## config.mk

```make
export PLATFORM = sky130hd
export DESIGN_NAME = rgb_breathing_led_mode_controller
export DESIGN_NICKNAME = d
export VERILOG_FILES = /design/src/rtl/rblmc_pkg.sv /design/src/rtl/rblmc_csr.sv /design/src/rtl/rblmc_datapath.sv /design/src/rtl/rblmc_ctrl.sv /design/src/rtl/rgb_breathing_led_mode_controller.sv
export SDC_FILE = /design/constraint.sdc
export NUM_CORES = 2
export LEC_CHECK = 0
export BUFFER_PORTS_ARGS = -buffer_cell sky130_fd_sc_hd__buf_2
export CAP_MARGIN = 20
export CORE_ASPECT_RATIO = 1.75
export CORE_UTILIZATION = 54
export DETAILED_ROUTE_END_ITERATION = 10
export GPL_TIMING_DRIVEN = 0
export PLACE_DENSITY = 0.71
export REMOVE_ABC_BUFFERS = 1
export SLEW_MARGIN = 40
export SYNTH_ARGS = -nofsm -noshare
export SYNTH_HDL_FRONTEND = slang
export SYNTH_HIERARCHICAL = 1
export SYNTH_SLANG_ARGS = --single-unit
```

## constraint.sdc

```tcl
create_clock -name clock -period 30.2 [get_ports clock]
set_input_delay 6.04 -clock clock [delete_from_list [all_inputs] [get_ports clock]]
set_output_delay 6.04 -clock clock [all_outputs]
set_load 0.02 [all_outputs]
```

## src/rtl/rblmc_pkg.sv

```systemverilog
// shared types, constants and color table for the breathing led mode controller
`timescale 1ns / 1ps
package rblmc_pkg;

   localparam int PWM_STEPS   = 1000;
   localparam int COLOR_SLOTS = 7;
   localparam int MS_PER_SEC  = 1000;
   localparam int DIV_STEPS   = 32;

   // register indexes on the csr port
   localparam logic [2:0] REG_BREATH_PERIOD = 3'd0;
   localparam logic [2:0] REG_SOLID_PERIOD  = 3'd1;
   localparam logic [2:0] REG_BLINK_HALF    = 3'd2;
   localparam logic [2:0] REG_LONG_PRESS    = 3'd3;
   localparam logic [2:0] REG_BUTTON_DEB    = 3'd4;
   localparam logic [2:0] REG_TOUCH_DEB     = 3'd5;
   localparam logic [2:0] REG_IDLE_TIMEOUT  = 3'd6;

   typedef enum logic [1:0] {
      MODE_BREATH = 2'd0,
      MODE_STEADY = 2'd1,
      MODE_BLINK  = 2'd2
   } mode_type;

   typedef enum logic [1:0] {
      LED_OFF, LED_SOLID, LED_BLINK, LED_BREATH
   } led_type;

   typedef enum logic [2:0] {
      ST_IDLE, ST_UPDATE, ST_PREP, ST_DIV, ST_SHADE
   } state_type;

   typedef struct packed {
      logic [15:0] breath_period;
      logic [15:0] solid_period;
      logic [15:0] blink_half;
      logic [15:0] long_press;
      logic [9:0]  button_debounce;
      logic [15:0] touch_debounce;
      logic [15:0] idle_timeout;
   } cfg_type;

   typedef struct packed {
      logic load;
      logic update;
      logic prep;
      logic div_step;
      logic shade;
   } cmd_type;

   typedef struct packed {
      logic need_div;
      logic div_done;
      logic out_free;
   } status_type;

   // percent of full level per color slot and channel (0 red, 1 green, 2 blue)
   function automatic logic [6:0] hue_pct(input logic [2:0] slot, input logic [1:0] ch);
      logic [20:0] row;
      case (slot)
         3'd0:    row = {7'd0,   7'd0,   7'd100};
         3'd1:    row = {7'd0,   7'd50,  7'd50};
         3'd2:    row = {7'd0,   7'd100, 7'd0};
         3'd3:    row = {7'd50,  7'd50,  7'd0};
         3'd4:    row = {7'd100, 7'd0,   7'd0};
         3'd5:    row = {7'd50,  7'd0,   7'd50};
         3'd6:    row = {7'd33,  7'd33,  7'd33};
         default: row = 21'd0;
      endcase
      case (ch)
         2'd0:    hue_pct = row[6:0];
         2'd1:    hue_pct = row[13:7];
         2'd2:    hue_pct = row[20:14];
         default: hue_pct = 7'd0;
      endcase
   endfunction

   // pct * level / 100, floor; 33 percent by a reciprocal multiply
   function automatic logic [9:0] scale_pct(input logic [6:0] pct, input logic [9:0] level);
      logic [24:0] prod;
      prod = 25'(level) * 25'd21627;
      case (pct)
         7'd100:  scale_pct = level;
         7'd50:   scale_pct = {1'b0, level[9:1]};
         7'd33:   scale_pct = prod[25-1:16] > 9'd0 ? 10'(prod[24:16]) : 10'd0;
         default: scale_pct = 10'd0;
      endcase
   endfunction

endpackage

```

## src/rtl/rblmc_csr.sv

```systemverilog
// csr register file with apb-style write and read
`timescale 1ns / 1ps
module rblmc_csr (
   input  logic                 clock,
   input  logic                 reset,
   input  logic                 csr_psel,
   input  logic                 csr_penable,
   input  logic                 csr_pwrite,
   input  logic [4:0]           csr_paddr,
   input  logic [31:0]          csr_pwdata,
   output logic [31:0]          csr_prdata,
   output rblmc_pkg::cfg_type   cfg
);
   import rblmc_pkg::*;

   cfg_type cfg_ff, cfg_in;
   logic    wr_en;
   logic [2:0] idx;

   assign idx   = csr_paddr[4:2];
   assign wr_en = csr_psel && csr_penable && csr_pwrite;
   assign cfg   = cfg_ff;

   // register write decode
   always_comb begin
      cfg_in = cfg_ff;
      if (wr_en) begin
         case (idx)
            REG_BREATH_PERIOD: cfg_in.breath_period   = csr_pwdata[15:0];
            REG_SOLID_PERIOD:  cfg_in.solid_period    = csr_pwdata[15:0];
            REG_BLINK_HALF:    cfg_in.blink_half      = csr_pwdata[15:0];
            REG_LONG_PRESS:    cfg_in.long_press      = csr_pwdata[15:0];
            REG_BUTTON_DEB:    cfg_in.button_debounce = csr_pwdata[9:0];
            REG_TOUCH_DEB:     cfg_in.touch_debounce  = csr_pwdata[15:0];
            REG_IDLE_TIMEOUT:  cfg_in.idle_timeout    = csr_pwdata[15:0];
            default: ;
         endcase
      end
   end

   always_ff @(posedge clock) begin
      if (reset) begin
         cfg_ff.breath_period   <= 16'd2000;
         cfg_ff.solid_period    <= 16'd1000;
         cfg_ff.blink_half      <= 16'd100;
         cfg_ff.long_press      <= 16'd5000;
         cfg_ff.button_debounce <= 10'd20;
         cfg_ff.touch_debounce  <= 16'd300;
         cfg_ff.idle_timeout    <= 16'd300;
      end else begin
         cfg_ff <= cfg_in;
      end
   end

   // read mux
   always_comb begin
      case (idx)
         REG_BREATH_PERIOD: csr_prdata = {16'd0, cfg_ff.breath_period};
         REG_SOLID_PERIOD:  csr_prdata = {16'd0, cfg_ff.solid_period};
         REG_BLINK_HALF:    csr_prdata = {16'd0, cfg_ff.blink_half};
         REG_LONG_PRESS:    csr_prdata = {16'd0, cfg_ff.long_press};
         REG_BUTTON_DEB:    csr_prdata = {22'd0, cfg_ff.button_debounce};
         REG_TOUCH_DEB:     csr_prdata = {16'd0, cfg_ff.touch_debounce};
         REG_IDLE_TIMEOUT:  csr_prdata = {16'd0, cfg_ff.idle_timeout};
         default:           csr_prdata = 32'd0;
      endcase
   end

endmodule

```

## src/rtl/rblmc_datapath.sv

```systemverilog
// tick state, button and touch logic, serial divider and output register
`timescale 1ns / 1ps
module rblmc_datapath (
   input  logic                   clock,
   input  logic                   reset,
   input  rblmc_pkg::cfg_type     cfg,
   input  rblmc_pkg::cmd_type     cmd,
   output rblmc_pkg::status_type  status,
   input  logic                   in_button,
   input  logic                   in_touch,
   input  logic                   out_ready,
   output logic                   out_valid,
   output logic [39:0]            out_data
);
   import rblmc_pkg::*;

   logic [31:0] now_ff, now_in, cs_ff, cs_in, ps_ff, ps_in, tl_ff, tl_in;
   logic [2:0]  pos_ff, pos_in;
   mode_type    mode_ff, mode_in;
   logic        held_ff, held_in, prevb_ff, prevb_in, asleep_ff, asleep_in;
   logic [9:0]  sub_ff, sub_in;
   logic [15:0] secs_ff, secs_in;
   logic        btn_ff, btn_in, touch_ff, touch_in;
   led_type     kind_ff, kind_in;
   logic [15:0] rem_ff, rem_in, dvs_ff, dvs_in;
   logic [31:0] quot_ff, quot_in;
   logic [4:0]  cnt_ff, cnt_in;
   logic [9:0]  red_ff, red_in, grn_ff, grn_in, blu_ff, blu_in;
   logic [1:0]  omode_ff, omode_in;
   logic [2:0]  oslot_ff, oslot_in;
   logic        osleep_ff, osleep_in, valid_ff, valid_in;

   logic        press, release_e, out_free;
   logic [16:0] rem_n;
   logic [15:0] el16, half, tri_v;
   logic [31:0] el;
   logic [25:0] num;
   logic [9:0]  level;

   assign press     = !prevb_ff && btn_ff;
   assign release_e = prevb_ff && !btn_ff;
   assign out_free  = !valid_ff || out_ready;
   assign rem_n     = {rem_ff, quot_ff[31]};

   assign status.need_div = (kind_ff == LED_BLINK) || (kind_ff == LED_BREATH);
   assign status.div_done = (cnt_ff == 5'(DIV_STEPS - 1));
   assign status.out_free = out_free;

   assign out_valid = valid_ff;
   assign out_data  = {4'd0, osleep_ff, oslot_ff, omode_ff, blu_ff, grn_ff, red_ff};

   always_comb begin
      now_in = now_ff; cs_in = cs_ff; ps_in = ps_ff; tl_in = tl_ff;
      pos_in = pos_ff; mode_in = mode_ff; held_in = held_ff; prevb_in = prevb_ff;
      asleep_in = asleep_ff; sub_in = sub_ff; secs_in = secs_ff;
      btn_in = btn_ff; touch_in = touch_ff; kind_in = kind_ff;
      rem_in = rem_ff; dvs_in = dvs_ff; quot_in = quot_ff; cnt_in = cnt_ff;
      red_in = red_ff; grn_in = grn_ff; blu_in = blu_ff;
      omode_in = omode_ff; oslot_in = oslot_ff; osleep_in = osleep_ff;
      valid_in = valid_ff;
      el = 32'd0; el16 = 16'd0; tri_v = 16'd0; num = 26'd0; level = 10'd0;
      half = (cfg.breath_period[15:1] == 15'd0) ? 16'd1 : {1'b0, cfg.breath_period[15:1]};

      // capture input beat
      if (cmd.load) begin
         btn_in   = in_button;
         touch_in = in_touch;
      end

      // wake, button edges, touch and idle count
      if (cmd.update) begin
         prevb_in = btn_ff;
         if (!(asleep_ff && !press)) begin
            if (asleep_ff) begin
               asleep_in = 1'b0; secs_in = 16'd0; sub_in = 10'd0; cs_in = now_ff;
            end
            if (press || release_e) secs_in = 16'd0;
            if (press && (now_ff - ps_ff) >= {22'd0, cfg.button_debounce}) begin
               ps_in   = now_ff;
               held_in = 1'b1;
            end
            if (release_e && held_ff) begin
               held_in = 1'b0;
               if ((now_ff - ps_in) >= {16'd0, cfg.long_press}) begin
                  if (mode_ff == MODE_BLINK) begin
                     mode_in = MODE_BREATH; pos_in = 3'd0; cs_in = now_ff;
                  end else begin
                     mode_in = MODE_BLINK;
                  end
               end
            end
            if (mode_in != MODE_BLINK && touch_ff &&
                (now_ff - tl_ff) >= {16'd0, cfg.touch_debounce}) begin
               tl_in   = now_ff;
               secs_in = 16'd0;
               mode_in = (mode_in == MODE_BREATH) ? MODE_STEADY : MODE_BREATH;
               pos_in  = 3'd0;
               cs_in   = now_ff;
            end
            sub_in = sub_in + 10'd1;
            if (sub_in >= 10'(MS_PER_SEC)) begin
               sub_in = 10'd0;
               if (secs_in != 16'hFFFF) secs_in = secs_in + 16'd1;
            end
            if (secs_in >= cfg.idle_timeout) asleep_in = 1'b1;
         end
      end

      // led preparation and divider setup
      if (cmd.prep) begin
         now_in = now_ff + 32'd1;
         rem_in = 16'd0;
         cnt_in = 5'd0;
         if (asleep_ff) begin
            kind_in = LED_OFF;
         end else if (mode_ff == MODE_STEADY) begin
            kind_in = LED_SOLID;
            if ((now_ff - cs_ff) >= {16'd0, cfg.solid_period}) begin
               pos_in = (pos_ff == 3'(COLOR_SLOTS - 1)) ? 3'd0 : pos_ff + 3'd1;
               cs_in  = now_ff;
            end
         end else if (mode_ff == MODE_BLINK) begin
            kind_in = LED_BLINK;
            quot_in = now_ff;
            dvs_in  = (cfg.blink_half == 16'd0) ? 16'd1 : cfg.blink_half;
         end else begin
            kind_in = LED_BREATH;
            el = now_ff - cs_ff;
            if (el >= {16'd0, cfg.breath_period}) begin
               pos_in = (pos_ff == 3'(COLOR_SLOTS - 1)) ? 3'd0 : pos_ff + 3'd1;
               cs_in  = now_ff;
               el16   = 16'd0;
            end else begin
               el16 = el[15:0];
            end
            tri_v   = (el16 < half) ? el16 : cfg.breath_period - el16;
            num     = 26'(tri_v) * 26'(PWM_STEPS);
            quot_in = {6'd0, num};
            dvs_in  = half;
         end
      end

      // one restoring divide step
      if (cmd.div_step) begin
         cnt_in = cnt_ff + 5'd1;
         if (rem_n >= {1'b0, dvs_ff}) begin
            rem_in  = 16'(rem_n - {1'b0, dvs_ff});
            quot_in = {quot_ff[30:0], 1'b1};
         end else begin
            rem_in  = rem_n[15:0];
            quot_in = {quot_ff[30:0], 1'b0};
         end
      end

      // color shading into output register
      if (cmd.shade) begin
         case (kind_ff)
            LED_SOLID:  level = 10'(PWM_STEPS);
            LED_BREATH: level = (quot_ff > 32'(PWM_STEPS)) ? 10'(PWM_STEPS) : quot_ff[9:0];
            default:    level = 10'd0;
         endcase
         if (kind_ff == LED_BLINK) begin
            red_in = quot_ff[0] ? 10'(PWM_STEPS) : 10'd0;
            grn_in = 10'(PWM_STEPS);
            blu_in = 10'(PWM_STEPS);
         end else begin
            red_in = 10'(PWM_STEPS) - scale_pct(hue_pct(pos_ff, 2'd0), level);
            grn_in = 10'(PWM_STEPS) - scale_pct(hue_pct(pos_ff, 2'd1), level);
            blu_in = 10'(PWM_STEPS) - scale_pct(hue_pct(pos_ff, 2'd2), level);
         end
         omode_in  = mode_ff;
         oslot_in  = pos_ff;
         osleep_in = asleep_ff;
         valid_in  = 1'b1;
      end else if (out_ready) begin
         valid_in = 1'b0;
      end
   end

   always_ff @(posedge clock) begin
      if (reset) begin
         now_ff <= 32'd0; cs_ff <= 32'd0; ps_ff <= 32'd0; tl_ff <= 32'd0;
         pos_ff <= 3'd0; mode_ff <= MODE_BREATH; held_ff <= 1'b0; prevb_ff <= 1'b0;
         asleep_ff <= 1'b0; sub_ff <= 10'd0; secs_ff <= 16'd0;
         kind_ff <= LED_OFF; cnt_ff <= 5'd0; valid_ff <= 1'b0;
      end else begin
         now_ff <= now_in; cs_ff <= cs_in; ps_ff <= ps_in; tl_ff <= tl_in;
         pos_ff <= pos_in; mode_ff <= mode_in; held_ff <= held_in; prevb_ff <= prevb_in;
         asleep_ff <= asleep_in; sub_ff <= sub_in; secs_ff <= secs_in;
         kind_ff <= kind_in; cnt_ff <= cnt_in; valid_ff <= valid_in;
      end
   end

   // payload registers
   always_ff @(posedge clock) begin
      btn_ff <= btn_in; touch_ff <= touch_in;
      rem_ff <= rem_in; dvs_ff <= dvs_in; quot_ff <= quot_in;
      red_ff <= red_in; grn_ff <= grn_in; blu_ff <= blu_in;
      omode_ff <= omode_in; oslot_ff <= oslot_in; osleep_ff <= osleep_in;
   end

endmodule

```

## src/rtl/rblmc_ctrl.sv

```systemverilog
// sequencing state machine for one tick
`timescale 1ns / 1ps
module rblmc_ctrl (
   input  logic                   clock,
   input  logic                   reset,
   input  logic                   in_valid,
   output logic                   in_ready,
   input  rblmc_pkg::status_type  status,
   output rblmc_pkg::cmd_type     cmd
);
   import rblmc_pkg::*;

   state_type state_ff, state_in;

   // next state
   always_comb begin
      state_in = state_ff;
      case (state_ff)
         ST_IDLE:   if (in_valid) state_in = ST_UPDATE;
         ST_UPDATE: state_in = ST_PREP;
         ST_PREP:   state_in = ST_DIV;
         ST_DIV:    if (!status.need_div || status.div_done) state_in = ST_SHADE;
         ST_SHADE:  if (status.out_free) state_in = ST_IDLE;
         default:   state_in = ST_IDLE;
      endcase
   end

   // outputs
   always_comb begin
      cmd      = '0;
      in_ready = 1'b0;
      case (state_ff)
         ST_IDLE: begin
            in_ready = 1'b1;
            cmd.load = in_valid;
         end
         ST_UPDATE: cmd.update   = 1'b1;
         ST_PREP:   cmd.prep     = 1'b1;
         ST_DIV:    cmd.div_step = status.need_div;
         ST_SHADE:  cmd.shade    = status.out_free;
         default: ;
      endcase
   end

   always_ff @(posedge clock) begin
      if (reset) begin
         state_ff <= ST_IDLE;
      end else begin
         state_ff <= state_in;
      end
   end

endmodule

```

## src/rtl/rgb_breathing_led_mode_controller.sv

```systemverilog
// top level of the rgb breathing led mode controller
// a breathing or blink tick runs update, prep, a 32-step serial divider and shade; solid
// and sleep ticks take no divide steps, and shade waits while the output is stalled
// a new beat is taken only once the previous tick has been shaded into the output register
// a finished result waits in the output register while the next beat is taken
// reset: synchronous active high, clears all tick state and loads register defaults
`timescale 1ns / 1ps
module rgb_breathing_led_mode_controller (
   input  logic        clock,
   input  logic        reset,
   input  logic        req_tvalid,
   output logic        req_tready,
   input  logic [7:0]  req_tdata,   // button_level, touch_seen
   output logic        rsp_tvalid,
   input  logic        rsp_tready,
   output logic [39:0] rsp_tdata,   // red_compare, green_compare, blue_compare,
                                    // run_mode, color_slot, sleeping
   input  logic        csr_psel,
   input  logic        csr_penable,
   input  logic        csr_pwrite,
   input  logic [4:0]  csr_paddr,
   input  logic [31:0] csr_pwdata,
   output logic [31:0] csr_prdata,
   output logic        csr_pready
);
   import rblmc_pkg::*;

   cfg_type    cfg;
   cmd_type    cmd;
   status_type status;

   assign csr_pready = 1'b1;

   // register file
   rblmc_csr u_csr (
      .clock, .reset, .csr_psel, .csr_penable, .csr_pwrite,
      .csr_paddr, .csr_pwdata, .csr_prdata, .cfg
   );

   // controller
   rblmc_ctrl u_ctrl (
      .clock, .reset, .in_valid(req_tvalid), .in_ready(req_tready),
      .status, .cmd
   );

   // datapath
   rblmc_datapath u_dp (
      .clock, .reset, .cfg, .cmd, .status,
      .in_button(req_tdata[0]), .in_touch(req_tdata[1]),
      .out_ready(rsp_tready), .out_valid(rsp_tvalid), .out_data(rsp_tdata)
   );

endmodule

```

# After elaboration in Yosys (flattened, before gate mapping)
# Index checks and enable logic that the tools add are counted.
[op_classes]
n_addsub = 14
multipliers = 2
n_lt_le_gt_ge = 11
eq_ne = 38
mux = 110
bitwise_logic = 3
n_reduce_logical = 40
[op_table]
columns = ["operator", "count"]
rows = [
  ["two-way mux 32 bit", 21],
  ["two-way mux 16 bit", 20],
  ["case mux 21 bit (7 select lines)", 1],
  ["two-way mux 10 bit", 14],
  ["greater-or-equal comparator 32 x 16 -> 1 bit", 4],
  ["subtractor 32 bit", 4],
  ["case mux 16 bit (7 select lines)", 1],
  ["case mux 10 bit (3 select lines)", 3],
  ["two-way mux 3 bit", 16],
  ["equality test 7 x 6 -> 1 bit, second input constant", 6],
  ["two-way mux 7 bit", 6],
  ["adder 32 x 1 -> 32 bit, second input constant", 1],
  ["greater-or-equal comparator 32 x 10 -> 1 bit", 1],
  ["greater-than comparator 32 x 10 -> 1 bit, second input constant", 1],
  ["subtractor 16 bit", 2],
  ["subtractor 10 bit, first input constant", 3],
  ["multiplier 10 x 15 -> 25 bit, second input constant", 1],
  ["multiplier 16 x 7 -> 23 bit, second input constant", 1],
  ["equality test 3 bit, second input constant", 7],
  ["equality test 7 bit, second input constant", 3],
  ["case mux 10 bit (2 select lines)", 1],
  ["equality test 3 x 2 -> 1 bit, second input constant", 6],
  ["greater-or-equal comparator 17 x 16 -> 1 bit", 1],
  ["adder 16 x 1 -> 16 bit, second input constant", 1],
  ["other kinds (31)", 93],
]
[word_totals]
register_bits = 381
input_bits = 52
output_inout_bits = 75
word_cells = 251

# Logic depth before layout (Yosys ltp)
[depth]
ltp_word = 25
ltp_mapped = 75
depth_no_buf = 70

# Modules after synthesis
# Netlist, hierarchy kept.
[by_module_without_submodules]
columns = ["mod", "instances", "cells_per_inst", "area_each_um2", "seq_area_each_um2"]
rows = [
  ["rblmc_datapath", 1, 4061, 31462.7, 6466.2],
  ["rblmc_csr", 1, 542, 5217.5, 2122.0],
  ["rblmc_ctrl", 1, 20, 209.0, 60.1],
  ["rgb_breathing_led_mode_controller", 1, 2, 11.3, 0.0],
]

# Least setup slack after synthesis
# No wires, ideal clock.
[synth_timing]
path_kind = "reg2reg"
startpoint = "register u_dp.now_ff[1]"
endpoint = "register u_dp.asleep_ff"
setup_ns = 0.116
arrival_ns = 13.182
t_required_ns = 30.084
path_slack_ns = 16.902
path_stages_with_launch = 73
path_buffers = 6
period_less_slack_ns = 13.298
cell_sequence = "dfxtp_1 > clkbuf_1 > inv_1 > fa_1 > nand2b_1 > a21oi_2 > nor2_1 > o21ai_0 > xor2_1 > ha_1 > nand4_1 > nor2_1 > a2111oi_0 > and4b_1 > o2111ai_1 > nor4_1 > nand2_1 > nor4_2 > [37 not listed] > ha_1 > nand2b_1 > a21o_1 > a21o_1 > a21o_1 > a21o_1 > a21o_1 > a21o_1 > a21oi_1 > nor2b_1 > o21ai_0 > nand2b_1 > a21o_1 > a21o_1 > a21o_1 > a211oi_1 > o21ai_0 > o211a_1"
[synth_between]
elab_chain_len = 25
elab_cells_between_ends = 28
classes_between = "add/sub (4); order compare (4); eq/ne (2); mux (15); reduce/logical (3)"
[synth_rtl]
columns = ["element", "line", "text"]
rows = [
  ["start, declared", "rblmc_datapath.sv:17", "logic [31:0] now_ff, now_in, cs_ff, cs_in, ps_ff, ps_in, tl_ff, tl_in;"],
  ["start signal, assigned", "rblmc_datapath.sv:187", "now_ff <= now_in; cs_ff <= cs_in; ps_ff <= ps_in; tl_ff <= tl_in;"],
  ["subtractor 32 bit", "rblmc_datapath.sv:78", "if (press && (now_ff - ps_ff) >= {22'd0, cfg.button_debounce}) begin"],
  ["greater-or-equal comparator 32 x 10 -> 1 bit", "rblmc_datapath.sv:78", ""],
  ["logical AND 1 bit", "rblmc_datapath.sv:78", ""],
  ["two-way mux 32 bit", "rblmc_datapath.sv:78", ""],
  ["two-way mux 32 bit", "rblmc_datapath.sv:73", "if (!(asleep_ff && !press)) begin"],
  ["two-way mux 32 bit", "rblmc_datapath.sv:71", "if (cmd.update) begin"],
  ["subtractor 32 bit", "rblmc_datapath.sv:84", "if ((now_ff - ps_in) >= {16'd0, cfg.long_press}) begin"],
  ["greater-or-equal comparator 32 x 16 -> 1 bit", "rblmc_datapath.sv:84", ""],
  ["[9 not listed]", "n/a", ""],
  ["two-way mux 16 bit *", "rblmc_datapath.sv:71", ""],
  ["adder 16 x 1 -> 16 bit or != test 16 bit (tied branches)", "rblmc_datapath.sv:103", "if (secs_in != 16'hFFFF) secs_in = secs_in + 16'd1;"],
  ["two-way mux 16 bit", "rblmc_datapath.sv:103", ""],
  ["two-way mux 16 bit *", "rblmc_datapath.sv:101", "if (sub_in >= 10'(MS_PER_SEC)) begin"],
  ["two-way mux 16 bit *", "rblmc_datapath.sv:73", ""],
  ["two-way mux 16 bit *", "rblmc_datapath.sv:71", ""],
  ["greater-or-equal comparator 16 bit *", "rblmc_datapath.sv:105", "if (secs_in >= cfg.idle_timeout) asleep_in = 1'b1;"],
  ["two-way mux 1 bit *", "rblmc_datapath.sv:105", ""],
  ["end signal, assigned", "rblmc_datapath.sv:189", "asleep_ff <= asleep_in; sub_ff <= sub_in; secs_ff <= secs_in;"],
  ["end, declared", "rblmc_datapath.sv:20", "logic held_ff, held_in, prevb_ff, prevb_in, asleep_ff, asleep_in;"],
]
# Every way passes the cells marked *; elsewhere a longest branch is shown, timed or not. The select of a mux whose other input is x is not followed.
# A chain may end at the register's enable or synchronous reset.

# Worst setup path in the final report
# Same ends and word-level chain as after synthesis.

==> summary.txt <==
Most common cell on crit path - a21o_1
DRC - 0
crit start category - flip-flop
Worst Max-Slew Pin Slew - 0.948 ns
non-filler instance count after layout - 5470
routed wire length - 114000 um
fin util - 58.2%
fraction of layout cells with a size suffix above 1 - 6.82%
Post-CTS Resized - 0
final hold violation count - 0
Post-Synth Simple-Gate Area - 19.5%
fraction of synthesized area in multiplexers - 5.49%
Vias - 33500
first-pass GRT wire length - 177000 um
# diodes - 0
Final Max Slew Viols - 0
vias in the first global route - 33200
Synth Instances - 4625
initial antenna violation count - 0
Port Buffer Count - 81
Critical Path Sink Type - flip-flop
sequential area share after synthesis - 23.4%
GRT Residual Overflow - 0
final count of negative-setup-slack endpoints - 0
static leakage - 0.0183 uW
total CTS buffers - 40
FFs w/ async S/R, synth - 0%
Synth Cell Area - 36900 um2
row count - 126
top cells by area, synth - dfxtp_1 15%, ha_1 13%, edfxtp_1 8.3%
Setup Skew - 0.0226 ns
post-layout minimum cycle time - 17.68 ns
Synth Area in Adders - 19.0%
ANT nets after route - 0
Max FO, Critical Path - 23
Max Freq - 0.0565 GHz
Final GP Congestion - 1.01
commonest non-fill, non-tap cells in the layout - 462 x inv_1, 445 x nand2_1, 411 x nor2_1, 397 x ha_1, 349 x a21oi_1
Final TNS setup - 0 ns
pin count of the biggest net entering global routing - 107
Synth Area in Compound Gates - 20.6%
status - finished, final reports clean
I/O pins - 127
CP max-delay cell - dfxtp_1
Die W - 200 um
setup bufs post-CTS - 0
EDFF count, synth - 102
die area - 69400 um2
maxcap violations - 0
placed cells - 5396
commonest non-fill, non-tap cell in the layout - inv_1
count of cell types in the netlist - 113
Power Density - 95.5 nW/um2
Place WS - 12.89 ns
share of the synthesized area in the top cell type - 15.1%
Post-CTS Hold Fix Bufs - 0
critical path arrival - 18.15 ns
drt first pass iters - 5
Sequential cell area - 8650 um2
DR vias/cell - 6.13
Max stage delay on crit path - 0.85 ns
wire length per cell - 20.8 um
Ys Warns - 6
H-tree levels - 2
XOR/XNOR share of the synthesized area - 3.79%
Worst EP required - 30.67 ns
Die Y - 348 um
multi-input logic area - 25500 um2
syn_area_per_cell - 7.98 um2
setup ws final - 12.52 ns
global-route usage over all layers - 32.6%
DP Area - 38000 um2
CTS Sinks - 381
clk slew on worst S/H paths - 0.06 ns
initial DRC count - 2223
flop2flop setup slack - 12.52 ns
Area growth syn-to-layout - 6.44%
Top FF cell, synth - dfxtp_1
Clock Path Buffers - 3
Detailed Place HPWL - 89700 um
layout net count - 5093
# fillers - 6413
clock root cell - clkbuf_16
Worst Hold Class - reg2reg
starting density of the core - 54.7%
TritonCTS clock tree - done
final worst-path cycle share - 58.6%
FF+latch count, synth - 381
RSZ-0062 raised after global routing - false
largest family of logic cells by synthesized area - compound AO/OA/AOI/OAI gates
peak supply drop - 0.000169 V
finished layout cell area - 39300 um2
relative max-transition margin - 35.2%
Core Box Area - 67500 um2
Synth area leader - dfxtp_1
Clk Latency, worst-skew pair - 0.58 ns
Crit Path Class - reg2reg
==> worst paths after layout <==
check	cells after the start	endpoint	start
max reg2reg	64	u_dp/asleep_ff$_SDFFE_PP0P_	u_dp/now_ff[1]$_SDFFE_PP0P_
max	64	u_dp/asleep_ff$_SDFFE_PP0P_	u_dp/now_ff[1]$_SDFFE_PP0P_
min reg2reg	2	u_dp/ps_ff[25]$_SDFFE_PP0P_	u_dp/ps_ff[25]$_SDFFE_PP0P_
min	2	u_dp/ps_ff[25]$_SDFFE_PP0P_	u_dp/ps_ff[25]$_SDFFE_PP0P_
==> cells by family (layout without fill, tap and decap cells) <==
family          after synthesis  count (layout)
mux                         196             196
flops                       381             381
simple gates               1497            1497
fa+ha+maj                   499             499
compound gates             1165            1165
xor+xnor                    159             159
other cells                   3              21
buf+inv                     725             656
==> area by class of cell <==
| class | instances | area share (%) |
|---|---|---|
| multi-input combinational | 3537 | 64.8 |
| sequential | 381 | 22.0 |
| inverter | 464 | 4.45 |
| tap | 896 | 2.85 |
| clock buffer | 45 | 2.68 |
| timing repair buffer | 119 | 2.58 |
| clock inverter | 28 | 0.567 |
==> stage by stage <==
stage	hold WS, ns	total power, uW
finish	0.455	3750
global route	0.473	4120
CTS	0.455	3760
detailed placement	0.447	3260
global placement	0.441	3130
floorplan	0.430	2590
==> layer usage <==
metal  part of all wire [%]  vias to the layer above  GRT usage [%]  wire length (um)
li1                       -                    16100              -                 -
met1                     35                    16100           32.3             39900
met2                     53                     1016           61.3             59900
met3                    4.0                      389           3.11              4560
met4                    8.3                        0           24.5              9400
met5                      0                        -              0                 0
==> power breakdown <==
| part | switching [uW] | internal, uW |
|---|---|---|
| sequential | 20.5 | 641 |
| clock | 226 | 270 |
| combinational | 1430 | 1160 |
| total | 1680 | 2070 |
==> synth_stat cells (18+ instances only) <==
master      n
a21o_1    111
o21bai_1   23
o211ai_1   32
mux2_2     40
a21oi_1   349
inv_1     462
buf_4      32
nand2_1   447
xnor2_1   102
nor3_1    101
and3_1     54
nor2b_1    63
nand4_1    34
a211oi_1   35
edfxtp_1  102
o21ai_0   213
nand2b_1  125
buf_2      63
ha_1      397
nor2_1    414
o311ai_1   33
o21ai_1    18
nor4_1     30
or3_1      27
and2_1     23
mux2i_1   154
a22oi_1    29
fa_1      101
o21a_1     34
nand3_1    96
a31oi_1    51
xor2_1     56
dfxtp_1   279
a21boi_0   25
clkbuf_1  145
==> critical path: cells and delay by family, from the launching register on <==
kind / cells / cell delay [ns]
AND/OR/NAND/NOR: 16 / 4.32
XOR/XNOR: 3 / 0.94
AO/OA/AOI/OAI: 37 / 8.63
flip-flops: 1 / 0.85
buffers and inverters: 1 / 0.44
adder cells (fa/ha/maj): 7 / 2.29
==> sequential cells by signal, indices dropped and copies added (netlist names), 5 cells and up <==
signal and count:
u_dp/cnt_ff 5, u_dp/grn_ff 10, u_dp/ps_ff 32, u_dp/rem_ff 16, u_dp/sub_ff 10, u_dp/blu_ff 10, u_dp/now_ff 32, u_dp/cs_ff 32
u_dp/tl_ff 32, u_dp/red_ff 10, u_dp/dvs_ff 16, u_csr/cfg 106, u_dp/secs_ff 16, u_dp/quot_ff 32
Note: power is estimated with default switching activity, not from simulation.
